**src/hw/rtl/sbtm_pkg.sv**
```systemverilog
// shared types and constants of the serial bus transaction master
// no dependencies; imported by sbtm_ctrl, sbtm_dpath and the top level
package sbtm_pkg;

	typedef enum logic [1:0] {
		ACT_ENQ  = 2'd0,
		ACT_RX   = 2'd1,
		ACT_TICK = 2'd2,
		ACT_NONE = 2'd3
	} action_t;

	typedef enum logic [1:0] {
		KIND_TX    = 2'd0,
		KIND_REPLY = 2'd1,
		KIND_ERR   = 2'd2,
		KIND_ENQ   = 2'd3
	} kind_t;

	localparam logic [2:0] ENQ_OK       = 3'd0;
	localparam logic [2:0] ENQ_ACTIVE   = 3'd1;
	localparam logic [2:0] ENQ_QUEUED   = 3'd2;
	localparam logic [2:0] ENQ_FULL     = 3'd3;
	localparam logic [2:0] ENQ_TOO_LONG = 3'd4;
	localparam logic [2:0] ERR_TIMEOUT  = 3'd0;
	localparam logic [2:0] ERR_CHECKSUM = 3'd1;

	localparam logic [1:0] CFG_TIMEOUT = 2'd0;
	localparam logic [1:0] CFG_GAP     = 2'd1;
	localparam logic [1:0] CFG_QLIMIT  = 2'd2;

	localparam logic [15:0] TIMEOUT_RST = 16'd100;
	localparam logic [7:0]  GAP_RST     = 8'd5;
	localparam logic [2:0]  QLIMIT_RST  = 3'd4;
	localparam logic [7:0]  CHK_SEED    = 8'hAA;

	typedef enum logic [2:0] {
		EM_ENQ = 3'd0,
		EM_TO  = 3'd1,
		EM_CK  = 3'd2,
		EM_DLV = 3'd3,
		EM_TX  = 3'd4
	} emit_sel_t;

	typedef enum logic [4:0] {
		S_IDLE,
		S_DECODE,
		S_ENQ_CHECK,
		S_COPY_RD,
		S_COPY_WR,
		S_ENQ_EMIT,
		S_TICK_TO,
		S_TO_EMIT,
		S_TICK_GAP,
		S_SUM_RD,
		S_SUM_ACC,
		S_DLV_RD,
		S_DLV_EMIT,
		S_CK_EMIT,
		S_TICK_RX,
		S_TX_RD,
		S_TX_EMIT
	} state_t;

	typedef struct packed {
		logic      latch_in;
		logic      stage_push;
		logic      rx_push;
		logic      check_latch;
		logic      copy_rd;
		logic      copy_wr;
		logic      commit;
		logic      staging_clr;
		logic      sent_tick;
		logic      abort;
		logic      frame_take;
		logic      deactivate;
		logic      sum_acc;
		logic      rx_rd;
		logic      idx_clr;
		logic      idx_inc;
		logic      rx_age;
		logic      tx_start;
		logic      tx_rd;
		logic      tx_done;
		logic      emit;
		emit_sel_t sel;
	} cmd_t;

	typedef struct packed {
		action_t action;
		logic    last;
		logic    reject;
		logic    copy_more;
		logic    active;
		logic    timeout_hit;
		logic    frame_ready;
		logic    frame_multi;
		logic    idx_last;
		logic    sum_ok;
		logic    queue_pending;
		logic    tx_last;
		logic    emit_ok;
	} sts_t;

	function automatic logic [7:0] fold16(input logic [15:0] t);
		return t[15:8] + t[7:0];
	endfunction

endpackage

```
**src/hw/rtl/sbtm_in_if.sv**
```systemverilog
// request channel of the bus master: valid/ready plus one input item
// depends on nothing
interface sbtm_in_if;
	logic       valid;
	logic       ready;
	logic [1:0] action;
	logic [2:0] client_id;
	logic [7:0] data_byte;
	logic       last_byte;

	modport source (output valid, action, client_id, data_byte, last_byte, input ready);
	modport sink (input valid, action, client_id, data_byte, last_byte, output ready);
endinterface

```
**src/hw/rtl/sbtm_out_if.sv**
```systemverilog
// result channel of the bus master: valid/ready plus one result item
// depends on nothing
interface sbtm_out_if;
	logic       valid;
	logic       ready;
	logic [1:0] kind;
	logic [2:0] target_client;
	logic [7:0] out_byte;
	logic       end_of_run;
	logic [2:0] status_code;

	modport source (output valid, kind, target_client, out_byte, end_of_run, status_code,
		input ready);
	modport sink (input valid, kind, target_client, out_byte, end_of_run, status_code,
		output ready);
endinterface

```
**src/hw/rtl/sbtm_ram.sv**
```systemverilog
// generic single write port ram with registered read
// depends on nothing
module sbtm_ram #(
	parameter int WIDTH = 8,
	parameter int DEPTH = 16
) (
	input  logic                                   clk,
	input  logic                                   we,
	input  logic [(DEPTH > 1 ? $clog2(DEPTH) : 1)-1:0] waddr,
	input  logic [WIDTH-1:0]                       wdata,
	input  logic                                   re,
	input  logic [(DEPTH > 1 ? $clog2(DEPTH) : 1)-1:0] raddr,
	output logic [WIDTH-1:0]                       rdata
);
	logic [WIDTH-1:0] mem_q [DEPTH];

	always_ff @(posedge clk) begin
		if (we) begin
			mem_q[waddr] <= wdata;
		end
		if (re) begin
			rdata <= mem_q[raddr];
		end
	end
endmodule

```
**src/hw/rtl/sbtm_ctrl.sv**
```systemverilog
// sequencer of the bus master: walks enqueue, receive and tick steps
// depends on sbtm_pkg; drives the datapath by cmd_t and reads sts_t
module sbtm_ctrl import sbtm_pkg::*; (
	input  logic clk,
	input  logic arst_n,
	input  logic in_valid,
	output logic in_ready,
	input  sts_t sts,
	output cmd_t cmd
);
	state_t state_q, state_d;

	always_ff @(posedge clk or negedge arst_n) begin
		if (!arst_n) begin
			state_q <= S_IDLE;
		end else begin
			state_q <= state_d;
		end
	end

	always_comb begin
		state_d  = state_q;
		cmd      = '0;
		cmd.sel  = EM_ENQ;
		in_ready = 1'b0;
		case (state_q)
			S_IDLE: begin
				in_ready = 1'b1;
				if (in_valid) begin
					cmd.latch_in = 1'b1;
					state_d = S_DECODE;
				end
			end
			S_DECODE: begin
				case (sts.action)
					ACT_ENQ: begin
						cmd.stage_push = 1'b1;
						state_d = sts.last ? S_ENQ_CHECK : S_IDLE;
					end
					ACT_RX: begin
						cmd.rx_push = 1'b1;
						state_d = S_IDLE;
					end
					ACT_TICK: state_d = S_TICK_TO;
					default:  state_d = S_IDLE;
				endcase
			end
			S_ENQ_CHECK: begin
				cmd.check_latch = 1'b1;
				cmd.idx_clr = 1'b1;
				state_d = sts.reject ? S_ENQ_EMIT : S_COPY_RD;
			end
			S_COPY_RD: begin
				if (sts.copy_more) begin
					cmd.copy_rd = 1'b1;
					state_d = S_COPY_WR;
				end else begin
					// checksum byte, length and owner go in with the last write
					cmd.commit = 1'b1;
					state_d = S_ENQ_EMIT;
				end
			end
			S_COPY_WR: begin
				cmd.copy_wr = 1'b1;
				cmd.idx_inc = 1'b1;
				state_d = S_COPY_RD;
			end
			S_ENQ_EMIT: begin
				cmd.sel = EM_ENQ;
				if (sts.emit_ok) begin
					cmd.emit = 1'b1;
					cmd.staging_clr = 1'b1;
					state_d = S_IDLE;
				end
			end
			S_TICK_TO: begin
				if (sts.active) begin
					cmd.sent_tick = 1'b1;
					state_d = sts.timeout_hit ? S_TO_EMIT : S_TICK_GAP;
				end else begin
					state_d = S_TICK_GAP;
				end
			end
			S_TO_EMIT: begin
				cmd.sel = EM_TO;
				if (sts.emit_ok) begin
					cmd.emit = 1'b1;
					cmd.abort = 1'b1;
					state_d = S_TICK_GAP;
				end
			end
			S_TICK_GAP: begin
				if (sts.frame_ready) begin
					cmd.frame_take = 1'b1;
					cmd.idx_clr = 1'b1;
					if (!sts.active) begin
						state_d = S_TICK_RX;
					end else if (sts.frame_multi) begin
						state_d = S_SUM_RD;
					end else begin
						state_d = S_DLV_RD;
					end
				end else begin
					state_d = S_TICK_RX;
				end
			end
			S_SUM_RD: begin
				cmd.rx_rd = 1'b1;
				state_d = S_SUM_ACC;
			end
			S_SUM_ACC: begin
				if (sts.idx_last) begin
					cmd.idx_clr = 1'b1;
					state_d = sts.sum_ok ? S_DLV_RD : S_CK_EMIT;
				end else begin
					cmd.sum_acc = 1'b1;
					cmd.idx_inc = 1'b1;
					state_d = S_SUM_RD;
				end
			end
			S_DLV_RD: begin
				cmd.rx_rd = 1'b1;
				state_d = S_DLV_EMIT;
			end
			S_DLV_EMIT: begin
				cmd.sel = EM_DLV;
				if (sts.emit_ok) begin
					cmd.emit = 1'b1;
					if (sts.idx_last) begin
						cmd.deactivate = 1'b1;
						state_d = S_TICK_RX;
					end else begin
						cmd.idx_inc = 1'b1;
						state_d = S_DLV_RD;
					end
				end
			end
			S_CK_EMIT: begin
				cmd.sel = EM_CK;
				if (sts.emit_ok) begin
					cmd.emit = 1'b1;
					cmd.deactivate = 1'b1;
					state_d = S_TICK_RX;
				end
			end
			S_TICK_RX: begin
				cmd.rx_age = 1'b1;
				if (!sts.active && sts.queue_pending) begin
					cmd.tx_start = 1'b1;
					state_d = S_TX_RD;
				end else begin
					state_d = S_IDLE;
				end
			end
			S_TX_RD: begin
				cmd.tx_rd = 1'b1;
				state_d = S_TX_EMIT;
			end
			S_TX_EMIT: begin
				cmd.sel = EM_TX;
				if (sts.emit_ok) begin
					cmd.emit = 1'b1;
					if (sts.tx_last) begin
						cmd.tx_done = 1'b1;
						state_d = S_IDLE;
					end else begin
						cmd.idx_inc = 1'b1;
						state_d = S_TX_RD;
					end
				end
			end
			default: state_d = S_IDLE;
		endcase
	end
endmodule

```
**src/hw/rtl/sbtm_dpath.sv**
```systemverilog
// datapath of the bus master: staging, request queue, receive buffer,
// timers, settings registers and the result register
// depends on sbtm_pkg, sbtm_ram and sbtm_out_if
module sbtm_dpath import sbtm_pkg::*; #(
	parameter int QUEUE_SLOTS = 4,
	parameter int PAYLOAD_MAX = 16,
	parameter int RX_CAP      = 32
) (
	input  logic        clk,
	input  logic        arst_n,
	input  logic        cfg_we,
	input  logic [1:0]  cfg_index,
	input  logic [15:0] cfg_data,
	input  logic [1:0]  in_action,
	input  logic [2:0]  in_client,
	input  logic [7:0]  in_byte,
	input  logic        in_last,
	input  cmd_t        cmd,
	output sts_t        sts,
	sbtm_out_if.source  out_ch
);
	localparam int STRIDE  = PAYLOAD_MAX + 1;
	localparam int QDEPTH  = QUEUE_SLOTS * STRIDE;
	localparam int QA_W    = QDEPTH > 1 ? $clog2(QDEPTH) : 1;
	localparam int SA_W    = PAYLOAD_MAX > 1 ? $clog2(PAYLOAD_MAX) : 1;
	localparam int RA_W    = $clog2(RX_CAP);
	localparam int SLOT_W  = QUEUE_SLOTS > 1 ? $clog2(QUEUE_SLOTS) : 1;
	localparam int QC_W    = $clog2(QUEUE_SLOTS + 1);
	localparam int TW      = QC_W + 1;
	localparam int CW      = QC_W + 3;
	localparam int SC_W    = $clog2(PAYLOAD_MAX + 1);
	localparam int RC_W    = $clog2(RX_CAP + 1);
	localparam int LEN_W   = $clog2(STRIDE + 1);
	localparam int IDX_MAX = RX_CAP > STRIDE ? RX_CAP : STRIDE;
	localparam int IDX_W   = $clog2(IDX_MAX + 1);

	// settings
	logic [15:0] timeout_q;
	logic [7:0]  gap_q;
	logic [2:0]  qlimit_q;

	// latched input item
	action_t     action_q;
	logic [2:0]  client_q;
	logic [7:0]  byte_q;
	logic        last_q;

	// staging
	logic [SC_W-1:0] stg_count_q;
	logic [15:0]     stg_sum_q;
	logic            stg_ovf_q;
	logic [7:0]      stg_rdata;

	// queue
	logic [SLOT_W-1:0] head_q;
	logic [QC_W-1:0]   qcount_q;
	logic [LEN_W-1:0]  qlen_q [QUEUE_SLOTS];
	logic [2:0]        qclient_q [QUEUE_SLOTS];
	logic [7:0]        q_rdata;

	// active transaction and receive side
	logic              active_q;
	logic [2:0]        act_client_q;
	logic [16:0]       since_sent_q;
	logic [RC_W-1:0]   rx_count_q;
	logic [RC_W-1:0]   frame_cnt_q;
	logic [8:0]        since_rx_q;
	logic [7:0]        rx_rdata;

	// walk state
	logic [IDX_W-1:0]  idx_q;
	logic [15:0]       sum_q;
	logic [LEN_W-1:0]  tx_len_q;
	logic [2:0]        enq_status_q;

	// result register
	logic       o_valid_q;
	kind_t      o_kind_q;
	logic [2:0] o_client_q;
	logic [7:0] o_byte_q;
	logic       o_eor_q;
	logic [2:0] o_status_q;

	// derived values
	logic [TW-1:0]     tail_sum;
	logic [SLOT_W-1:0] tail;
	logic [QA_W-1:0]   tail_base, head_base;
	logic              queued_hit;
	logic [CW-1:0]     limit;
	logic [2:0]        enq_status;
	logic [16:0]       sent_next;
	logic              emit_ok;
	logic              q_we;
	logic [QA_W-1:0]   q_waddr;
	logic [7:0]        q_wdata;
	logic              stg_we;
	logic              rx_we;

	assign tail_sum  = TW'(head_q) + TW'(qcount_q);
	assign tail      = (tail_sum >= TW'(QUEUE_SLOTS)) ? SLOT_W'(tail_sum - TW'(QUEUE_SLOTS))
		: SLOT_W'(tail_sum);
	assign tail_base = QA_W'(tail) * QA_W'(STRIDE);
	assign head_base = QA_W'(head_q) * QA_W'(STRIDE);

	// is the requesting client among the pending slots
	always_comb begin
		logic [TW-1:0] off;
		queued_hit = 1'b0;
		for (int s = 0; s < QUEUE_SLOTS; s++) begin
			if (TW'(s) >= TW'(head_q)) begin
				off = TW'(s) - TW'(head_q);
			end else begin
				off = TW'(s) + TW'(QUEUE_SLOTS) - TW'(head_q);
			end
			if (off < TW'(qcount_q) && qclient_q[s] == client_q) begin
				queued_hit = 1'b1;
			end
		end
	end

	assign limit = (CW'(qlimit_q) < CW'(QUEUE_SLOTS)) ? CW'(qlimit_q) : CW'(QUEUE_SLOTS);

	always_comb begin
		if (active_q && act_client_q == client_q) begin
			enq_status = ENQ_ACTIVE;
		end else if (queued_hit) begin
			enq_status = ENQ_QUEUED;
		end else if (CW'(qcount_q) >= limit) begin
			enq_status = ENQ_FULL;
		end else if (stg_ovf_q) begin
			enq_status = ENQ_TOO_LONG;
		end else begin
			enq_status = ENQ_OK;
		end
	end

	assign sent_next = (since_sent_q == '1) ? since_sent_q : since_sent_q + 17'd1;
	assign emit_ok   = !o_valid_q || out_ch.ready;

	always_comb begin
		sts               = '0;
		sts.action        = action_q;
		sts.last          = last_q;
		sts.reject        = enq_status != ENQ_OK;
		sts.copy_more     = idx_q < IDX_W'(stg_count_q);
		sts.active        = active_q;
		sts.timeout_hit   = sent_next > {1'b0, timeout_q};
		sts.frame_ready   = rx_count_q != '0 && since_rx_q >= {1'b0, gap_q};
		sts.frame_multi   = rx_count_q >= RC_W'(2);
		sts.idx_last      = idx_q == IDX_W'(frame_cnt_q - RC_W'(1));
		sts.sum_ok        = fold16(sum_q) == rx_rdata;
		sts.queue_pending = qcount_q != '0;
		sts.tx_last       = idx_q == IDX_W'(tx_len_q - LEN_W'(1));
		sts.emit_ok       = emit_ok;
	end

	// memories
	assign stg_we = cmd.stage_push && stg_count_q < SC_W'(PAYLOAD_MAX);
	assign rx_we  = cmd.rx_push && rx_count_q < RC_W'(RX_CAP);

	sbtm_ram #(.WIDTH(8), .DEPTH(PAYLOAD_MAX)) u_stg_ram (
		.clk   (clk),
		.we    (stg_we),
		.waddr (SA_W'(stg_count_q)),
		.wdata (byte_q),
		.re    (cmd.copy_rd),
		.raddr (SA_W'(idx_q)),
		.rdata (stg_rdata)
	);

	assign q_we    = cmd.copy_wr || cmd.commit;
	assign q_waddr = tail_base + (cmd.copy_wr ? QA_W'(idx_q) : QA_W'(stg_count_q));
	assign q_wdata = cmd.copy_wr ? stg_rdata : fold16(stg_sum_q);

	sbtm_ram #(.WIDTH(8), .DEPTH(QDEPTH)) u_queue_ram (
		.clk   (clk),
		.we    (q_we),
		.waddr (q_waddr),
		.wdata (q_wdata),
		.re    (cmd.tx_rd),
		.raddr (head_base + QA_W'(idx_q)),
		.rdata (q_rdata)
	);

	sbtm_ram #(.WIDTH(8), .DEPTH(RX_CAP)) u_rx_ram (
		.clk   (clk),
		.we    (rx_we),
		.waddr (RA_W'(rx_count_q)),
		.wdata (byte_q),
		.re    (cmd.rx_rd),
		.raddr (RA_W'(idx_q)),
		.rdata (rx_rdata)
	);

	// payload registers
	always_ff @(posedge clk) begin
		if (cmd.latch_in) begin
			client_q <= in_client;
			byte_q   <= in_byte;
			last_q   <= in_last;
		end
		if (cmd.commit) begin
			qlen_q[tail]    <= LEN_W'(stg_count_q) + LEN_W'(1);
			qclient_q[tail] <= client_q;
		end
		if (cmd.check_latch) begin
			enq_status_q <= enq_status;
		end
		if (cmd.frame_take) begin
			frame_cnt_q <= rx_count_q;
		end
		if (cmd.idx_clr) begin
			sum_q <= {8'h00, CHK_SEED};
		end else if (cmd.sum_acc) begin
			sum_q <= sum_q + {8'h00, rx_rdata};
		end
		if (cmd.tx_start) begin
			tx_len_q <= qlen_q[head_q];
		end
		if (cmd.idx_clr || cmd.tx_start) begin
			idx_q <= '0;
		end else if (cmd.idx_inc) begin
			idx_q <= idx_q + IDX_W'(1);
		end
		if (cmd.emit) begin
			o_kind_q   <= KIND_ENQ;
			o_client_q <= act_client_q;
			o_byte_q   <= 8'h00;
			o_status_q <= 3'd0;
			o_eor_q    <= qcount_q == '0;
			case (cmd.sel)
				EM_ENQ: begin
					o_client_q <= client_q;
					o_status_q <= enq_status_q;
					o_eor_q    <= 1'b1;
				end
				EM_TO: begin
					o_kind_q   <= KIND_ERR;
					o_status_q <= ERR_TIMEOUT;
				end
				EM_CK: begin
					o_kind_q   <= KIND_ERR;
					o_status_q <= ERR_CHECKSUM;
				end
				EM_DLV: begin
					o_kind_q <= KIND_REPLY;
					o_byte_q <= rx_rdata;
					o_eor_q  <= sts.idx_last && qcount_q == '0;
				end
				EM_TX: begin
					o_kind_q <= KIND_TX;
					o_byte_q <= q_rdata;
					o_eor_q  <= sts.tx_last;
				end
				default: o_kind_q <= KIND_ENQ;
			endcase
		end
	end

	// control registers
	always_ff @(posedge clk or negedge arst_n) begin
		if (!arst_n) begin
			timeout_q    <= TIMEOUT_RST;
			gap_q        <= GAP_RST;
			qlimit_q     <= QLIMIT_RST;
			action_q     <= ACT_NONE;
			stg_count_q  <= '0;
			stg_sum_q    <= {8'h00, CHK_SEED};
			stg_ovf_q    <= 1'b0;
			head_q       <= '0;
			qcount_q     <= '0;
			active_q     <= 1'b0;
			act_client_q <= '0;
			since_sent_q <= '0;
			rx_count_q   <= '0;
			since_rx_q   <= '0;
			o_valid_q    <= 1'b0;
		end else begin
			if (cfg_we) begin
				case (cfg_index)
					CFG_TIMEOUT: timeout_q <= cfg_data;
					CFG_GAP:     gap_q     <= cfg_data[7:0];
					CFG_QLIMIT:  qlimit_q  <= cfg_data[2:0];
					default:     ;
				endcase
			end
			if (cmd.latch_in) begin
				action_q <= action_t'(in_action);
			end
			if (cmd.stage_push) begin
				if (stg_we) begin
					stg_count_q <= stg_count_q + SC_W'(1);
					stg_sum_q   <= stg_sum_q + {8'h00, byte_q};
				end else begin
					stg_ovf_q <= 1'b1;
				end
			end else if (cmd.staging_clr) begin
				stg_count_q <= '0;
				stg_sum_q   <= {8'h00, CHK_SEED};
				stg_ovf_q   <= 1'b0;
			end
			if (cmd.commit) begin
				qcount_q <= qcount_q + QC_W'(1);
			end else if (cmd.tx_done) begin
				qcount_q <= qcount_q - QC_W'(1);
				head_q   <= (head_q == SLOT_W'(QUEUE_SLOTS - 1)) ? '0 : head_q + SLOT_W'(1);
			end
			if (cmd.sent_tick) begin
				since_sent_q <= sent_next;
			end else if (cmd.tx_start) begin
				since_sent_q <= '0;
			end
			if (cmd.abort || cmd.deactivate) begin
				active_q <= 1'b0;
			end else if (cmd.tx_start) begin
				active_q     <= 1'b1;
				act_client_q <= qclient_q[head_q];
			end
			if (cmd.abort || cmd.frame_take || cmd.tx_start) begin
				rx_count_q <= '0;
			end else if (rx_we) begin
				rx_count_q <= rx_count_q + RC_W'(1);
			end
			if (cmd.rx_push) begin
				since_rx_q <= '0;
			end else if (cmd.rx_age && since_rx_q != '1) begin
				since_rx_q <= since_rx_q + 9'd1;
			end
			if (cmd.emit) begin
				o_valid_q <= 1'b1;
			end else if (out_ch.ready) begin
				o_valid_q <= 1'b0;
			end
		end
	end

	assign out_ch.valid         = o_valid_q;
	assign out_ch.kind          = o_kind_q;
	assign out_ch.target_client = o_client_q;
	assign out_ch.out_byte      = o_byte_q;
	assign out_ch.end_of_run    = o_eor_q;
	assign out_ch.status_code   = o_status_q;
endmodule

```
**src/hw/rtl/serial_bus_transaction_master.sv**
```systemverilog
// top level of the serial bus transaction master
// depends on sbtm_pkg, sbtm_in_if, sbtm_out_if, sbtm_ctrl and sbtm_dpath
//
// channel   dir  handshake     payload
// in_ch     in   valid/ready   action, client_id, data_byte, last_byte
// out_ch    out  valid/ready   kind, target_client, out_byte, end_of_run, status_code
// cfg       in   cfg_we        cfg_index, cfg_data
//
// one request at a time; an accepted final enqueue byte copies the payload from
// staging to the queue through the queue ram write port, and a tick walks the checked
// frame bytes, the delivered or sent bytes and any error result one ram read at a
// time, since each ram read is registered.
// reset is asynchronous and needs no clearing pass; a stalled out_ch holds the walk
// at the next result while the last finished result waits in the output register.
module serial_bus_transaction_master import sbtm_pkg::*; #(
	parameter int QUEUE_SLOTS = 4,
	parameter int PAYLOAD_MAX = 16,
	parameter int RX_CAP      = 32
) (
	input  logic        clk,
	input  logic        arst_n,
	input  logic        cfg_we,
	input  logic [1:0]  cfg_index,
	input  logic [15:0] cfg_data,
	sbtm_in_if.sink     in_ch,
	sbtm_out_if.source  out_ch
);
	cmd_t cmd;
	sts_t sts;
	logic in_ready;

	assign in_ch.ready = in_ready;

	sbtm_ctrl u_ctrl (
		.clk      (clk),
		.arst_n   (arst_n),
		.in_valid (in_ch.valid),
		.in_ready (in_ready),
		.sts      (sts),
		.cmd      (cmd)
	);

	sbtm_dpath #(
		.QUEUE_SLOTS (QUEUE_SLOTS),
		.PAYLOAD_MAX (PAYLOAD_MAX),
		.RX_CAP      (RX_CAP)
	) u_dpath (
		.clk       (clk),
		.arst_n    (arst_n),
		.cfg_we    (cfg_we),
		.cfg_index (cfg_index),
		.cfg_data  (cfg_data),
		.in_action (in_ch.action),
		.in_client (in_ch.client_id),
		.in_byte   (in_ch.data_byte),
		.in_last   (in_ch.last_byte),
		.cmd       (cmd),
		.sts       (sts),
		.out_ch    (out_ch)
	);
endmodule
```
**src/flat_wrapper.sv**
```systemverilog
// flat-port wrapper written by rule: the top's interface ports become plain ports
module serial_bus_transaction_master_flat import sbtm_pkg::*;
#(
	parameter int QUEUE_SLOTS = 4,
	parameter int PAYLOAD_MAX = 16,
	parameter int RX_CAP      = 32
)
  (clk, arst_n, cfg_we, cfg_index, cfg_data, in_ch_valid, in_ch_action, in_ch_client_id, in_ch_data_byte, in_ch_last_byte, in_ch_ready, out_ch_valid, out_ch_kind, out_ch_target_client, out_ch_out_byte, out_ch_end_of_run, out_ch_status_code, out_ch_ready);
  sbtm_in_if in_ch_i ();
  sbtm_out_if out_ch_i ();
  input  logic clk;
  input  logic arst_n;
  input  logic cfg_we;
  input  logic [1:0] cfg_index;
  input  logic [15:0] cfg_data;
  input wire logic [$bits(in_ch_i.valid)-1:0] in_ch_valid;
  input wire logic [$bits(in_ch_i.action)-1:0] in_ch_action;
  input wire logic [$bits(in_ch_i.client_id)-1:0] in_ch_client_id;
  input wire logic [$bits(in_ch_i.data_byte)-1:0] in_ch_data_byte;
  input wire logic [$bits(in_ch_i.last_byte)-1:0] in_ch_last_byte;
  output wire logic [$bits(in_ch_i.ready)-1:0] in_ch_ready;
  output wire logic [$bits(out_ch_i.valid)-1:0] out_ch_valid;
  output wire logic [$bits(out_ch_i.kind)-1:0] out_ch_kind;
  output wire logic [$bits(out_ch_i.target_client)-1:0] out_ch_target_client;
  output wire logic [$bits(out_ch_i.out_byte)-1:0] out_ch_out_byte;
  output wire logic [$bits(out_ch_i.end_of_run)-1:0] out_ch_end_of_run;
  output wire logic [$bits(out_ch_i.status_code)-1:0] out_ch_status_code;
  input wire logic [$bits(out_ch_i.ready)-1:0] out_ch_ready;
  assign in_ch_i.valid = in_ch_valid;
  assign in_ch_i.action = in_ch_action;
  assign in_ch_i.client_id = in_ch_client_id;
  assign in_ch_i.data_byte = in_ch_data_byte;
  assign in_ch_i.last_byte = in_ch_last_byte;
  assign in_ch_ready = in_ch_i.ready;
  assign out_ch_valid = out_ch_i.valid;
  assign out_ch_kind = out_ch_i.kind;
  assign out_ch_target_client = out_ch_i.target_client;
  assign out_ch_out_byte = out_ch_i.out_byte;
  assign out_ch_end_of_run = out_ch_i.end_of_run;
  assign out_ch_status_code = out_ch_i.status_code;
  assign out_ch_i.ready = out_ch_ready;
  serial_bus_transaction_master #(.QUEUE_SLOTS(QUEUE_SLOTS), .PAYLOAD_MAX(PAYLOAD_MAX), .RX_CAP(RX_CAP)) u_core (.clk(clk), .arst_n(arst_n), .cfg_we(cfg_we), .cfg_index(cfg_index), .cfg_data(cfg_data), .in_ch(in_ch_i), .out_ch(out_ch_i));
endmodule
```
**config.mk**
```make
export PLATFORM = sky130hd
export DESIGN_NAME = serial_bus_transaction_master_flat
export DESIGN_NICKNAME = d
export VERILOG_FILES = /design/src/hw/rtl/sbtm_pkg.sv /design/src/hw/rtl/sbtm_in_if.sv /design/src/hw/rtl/sbtm_out_if.sv /design/src/hw/rtl/sbtm_ram.sv /design/src/hw/rtl/sbtm_ctrl.sv /design/src/hw/rtl/sbtm_dpath.sv /design/src/hw/rtl/serial_bus_transaction_master.sv /design/src/flat_wrapper.sv
export SDC_FILE = /design/constraint.sdc
export NUM_CORES = 1
export LEC_CHECK = 0
export ABC_AREA = 1
export BUFFER_PORTS_ARGS = -buffer_cell sky130_fd_sc_hd__buf_2
export CORE_MARGIN = 8
export CORE_UTILIZATION = 45
export DETAILED_ROUTE_END_ITERATION = 10
export PLACE_DENSITY = 0.66
export SYNTH_ARGS = -nofsm -noshare
export SYNTH_HDL_FRONTEND = slang
export SYNTH_SLANG_ARGS = --single-unit
```
**constraint.sdc**
```tcl
create_clock -name clk -period 9.45 [get_ports clk]
set_input_delay 0.945 -clock clk [delete_from_list [all_inputs] [get_ports clk]]
set_output_delay 0.945 -clock clk [all_outputs]
set_load 0.01 [all_outputs]
```
==> impl_metrics.py <==
metrics = {
    "timing": {
        "maxSlewViolCount": 0,
        "tightest_slew_ns": 1.118,
        "slew_headroom_pct": 25.25,
        "max_freq_mhz": 190.7,
        "hold_viol": 0,
        "setup_violations": 0,
        "rsz0062_at_grt": "no",
        "fin_tns_setup_ns": 0,
        "finClkSkew_ns": 0.02868,
        "finalCritPeriodShare_pct": 55.50,
        "period_minus_slack_ns": 5.245,
    },
    "worst_setup_path": {
        "cpPeakStageDelay_ns": 0.89,
        "cp-start-kind": "flip-flop",
        "critPathCaptureType": "flip-flop",
        "crit_type": "reg2reg",
        "path_cells": "ha_1 > inv_1 > fa_1 > ha_1 > ha_1 > inv_1 > fa_1 > inv_1 > nand4_1 > nor2_1",
        "path_delay_family": "adder cells",
        "cp.required_ns": 9.77,
        "arrival_ns": 5.57,
        "cpMaxStageDelayCell": "dfrtp_1",
        "cp.buffers_inverters": 3,
        "critical_path.max_fanout": 24,
    },
    "place": {
        "io_buffers": 55,
        "place_hpwl_mm": 77.63,
        "gp_congestion": 0.8648,
        "dpl_cell_area_mm2": 0.05150,
    },
    "clock_network": {
        "cts_sinks": 1147,
        "clock_latency_ns": 0.71,
        "cts_resized": 0,
        "clockRootBuffer": "clkbuf_16",
        "cts_setup_buffers": 0,
        "hold_buffers": 0,
        "cts.reportedPaths.clkPinSlew_ns": 0.06,
        "cts_tree": "built",
        "clock_path_buffers": 3,
        "numCtsBuffers": 113,
        "htree_levels": 3,
    },
    "synth": {
        "synthFlopType": "edfxtp_1",
        "synth.cell_area_mm2": 0.04971,
        "async_flop_share_pct": 8.544,
        "syn_inst": 4317,
        "syn_area_per_cell_um2": 11.51,
        "yosysTopAreaCell": "edfxtp_1",
        "ys_seq_area_share_pct": 67.89,
        "synth_cell_types": 56,
        "synthTopCellsByArea": "edfxtp_1, nor2_1, o21ai_0",
        "synth_seq_cells": 1147,
        "yosysWarningCount": 0,
        "synth_commonest_cells": "edfxtp_1, nor2_1, o21ai_0, nand2_1, inv_1",
        "yosysMostFrequentCell": "edfxtp_1",
        "syn_nets": 4463,
        "synth_edf_count": 1027,
        "synth_top_area_share_pct": 62.04,
    },
    "route": {
        "wl_met3_mm": 9.666,
        "wl_per_cell_um": 21.66,
        "drt-met1-wl_mm": 55.17,
        "dr.first_iter.drc_count": 3992,
        "wl_met2_mm": 59.70,
        "drc": 0,
        "dr_total_vias": 33630,
        "viasPerCell": 5.700,
        "routed.top_layer": "met4",
        "ant_nets": 0,
        "drtPass1Iterations": 6,
        "postRouteWirelength_mm": 127.8,
    },
    "job": {
        "max_cap_violations": 0,
    },
    "die": {
        "rows": 122,
        "core_mm2": 0.1101,
        "start_util_pct": 45.16,
        "io_pins": 56,
        "die_area_mm2": 0.1214,
        "fp.dieH_um": 348.4,
        "dieWidth_um": 348.4,
    },
    "grt": {
        "grt_pass1_vias": 32210,
        "antenna_found_initial": 1,
        "grt_pass1_wl_mm": 194.3,
        "grt_max_degree": 176,
        "track_usage_pct": 20.45,
        "overflow": 0,
    },
    "power": {
        "p_leak_nw": 19.35,
        "p_total_mw": 17.17,
        "power_density_mw_per_mm2": 310.4,
        "vdd_drop_max_mv": 0.4714,
    },
    "finish": {
        "fillCellCount": 9544,
        "nets": 4460,
        "syn_to_final_growth_pct": 11.29,
        "finalInstanceArea_mm2": 0.05532,
        "drive_gt1_share_pct": 8.141,
    },
    "status": {
        "outcome": "completed",
    },
    "hold_path": {
        "hold_path_class": "in2async",
    },
}
==> logic make-up after synthesis <==
logic type | after synthesis | share of synthesized area (%)
buffers and inverters | 459 | 3.554
adder cells (fa/ha/maj) | 109 | 2.880
flip-flops | 1147 | 67.89
AND/OR/NAND/NOR | 1562 | 13.01
AO/OA/AOI/OAI | 980 | 11.53
XOR/XNOR | 60 | 1.140
==> sequential cells by signal, indices dropped and copies added (netlist names), 9 cells and up <==
| register | count |
|---|---|
| u_core.u_dpath.u_queue_ram.mem_q | 544 |
| u_core.u_dpath.u_rx_ram.mem_q | 256 |
| u_core.u_dpath.stg_sum_q | 16 |
| u_core.u_dpath.sum_q | 16 |
| u_core.u_dpath.u_stg_ram.mem_q | 128 |
| u_core.u_dpath.qclient_q | 12 |
| u_core.u_dpath.qlen_q | 20 |
| u_core.u_dpath.timeout_q | 16 |
| u_core.u_dpath.since_sent_q | 17 |
| u_core.u_dpath.since_rx_q | 9 |
==> worst paths after layout <==
kind                                                           start                                           endpoint  slack [ns]  depth (start not counted)
worst min-delay path                                          arst_n            u_core.u_dpath.out_ch.valid$_DFFE_PN0P_        0.19                          1
worst max register to register  u_core.u_dpath.head_q[0]$_DFFE_PN0P_  u_core.u_dpath.u_queue_ram.mem_q[46][3]$_DFFE_PP_        4.21                         10
worst max-delay path            u_core.u_dpath.head_q[0]$_DFFE_PN0P_  u_core.u_dpath.u_queue_ram.mem_q[46][3]$_DFFE_PP_        4.21                         10
worst min register to register   u_core.u_dpath.gap_q[7]$_DFFE_PN0P_                u_core.u_dpath.gap_q[7]$_DFFE_PN0P_        0.49                          2
max in group asynchronous                                     arst_n           u_core.u_dpath.since_rx_q[3]$_DFFE_PN0P_        7.99                          2
min in group clk                                  in_ch_data_byte[6]                 u_core.u_dpath.byte_q[6]$_DFFE_PP_        0.42                          1
==> metal layers <==
metal,global-route usage (%),vias to the layer above
li1,-,15520
met2,32.73,1458
met5,0,-
met3,2.787,203
met1,29.21,16450
met4,5.969,0
==> where the power goes <==
group | switching (mW) | internal, mW
clock network | 1.95 | 2.67
registers | 0.205 | 6.64
logic | 4.32 | 1.39
total | 6.47 | 10.7
==> per-stage QoR <==
| step | hold WS (ns) | utilization [%] | instances | setup slack (ns) |
|---|---|---|---|---|
| finish | 0.1876 | 50.26 | 5899 | 4.205 |
| detailed placement | 0.4758 | 46.80 | 5687 | 4.254 |
| floorplan | 0.4231 | - | 4317 | 4.422 |
| CTS | 0.1684 | 50.26 | 5898 | 4.244 |
| global route | 0.2067 | 50.26 | 5898 | 3.909 |
| global placement | 0.4669 | 46.80 | 5687 | 4.332 |
==> cell usage in the layout (no fill, tap or decap), drive strengths merged, types with 2 or more instances in the layout <==
cell type and count:
o21a 4, buf 102, clkinv 51, nor4 3
nand4 32, o211ai 84, ha 100, xor2 52
clkbuf 134, a22o 6, edfxtp 1027, fa 9
o21ai 574, dfxtp 22, o21bai 6, dfstp 12
clkinvlp 10, a211oi 3, o221ai 96, nor2 807
bufinv 15, inv 240, nand3 220, nor3b 2
nand2 458, nor3 32, a21o 2, o31ai 3
dfrtp 86, a31oi 22, a21oi 84, o22ai 91
nand3b 6, xnor2 8
==> area by class of cell <==
| class | count | area, um^2 | share of cell area (%) |
|---|---|---|---|
| antenna | 1 | 2.502 | 0.004524 |
| inverter | 239 | 907.1 | 1.640 |
| sequential | 1147 | 33760 | 61.02 |
| clock buffer | 134 | 2983 | 5.392 |
| clock inverter | 77 | 830.8 | 1.502 |
| multi-input combinational | 2711 | 14340 | 25.91 |
| timing repair buffer | 102 | 643.1 | 1.163 |
| tap | 1488 | 1862 | 3.366 |
Power figures use the tool's default switching activity.
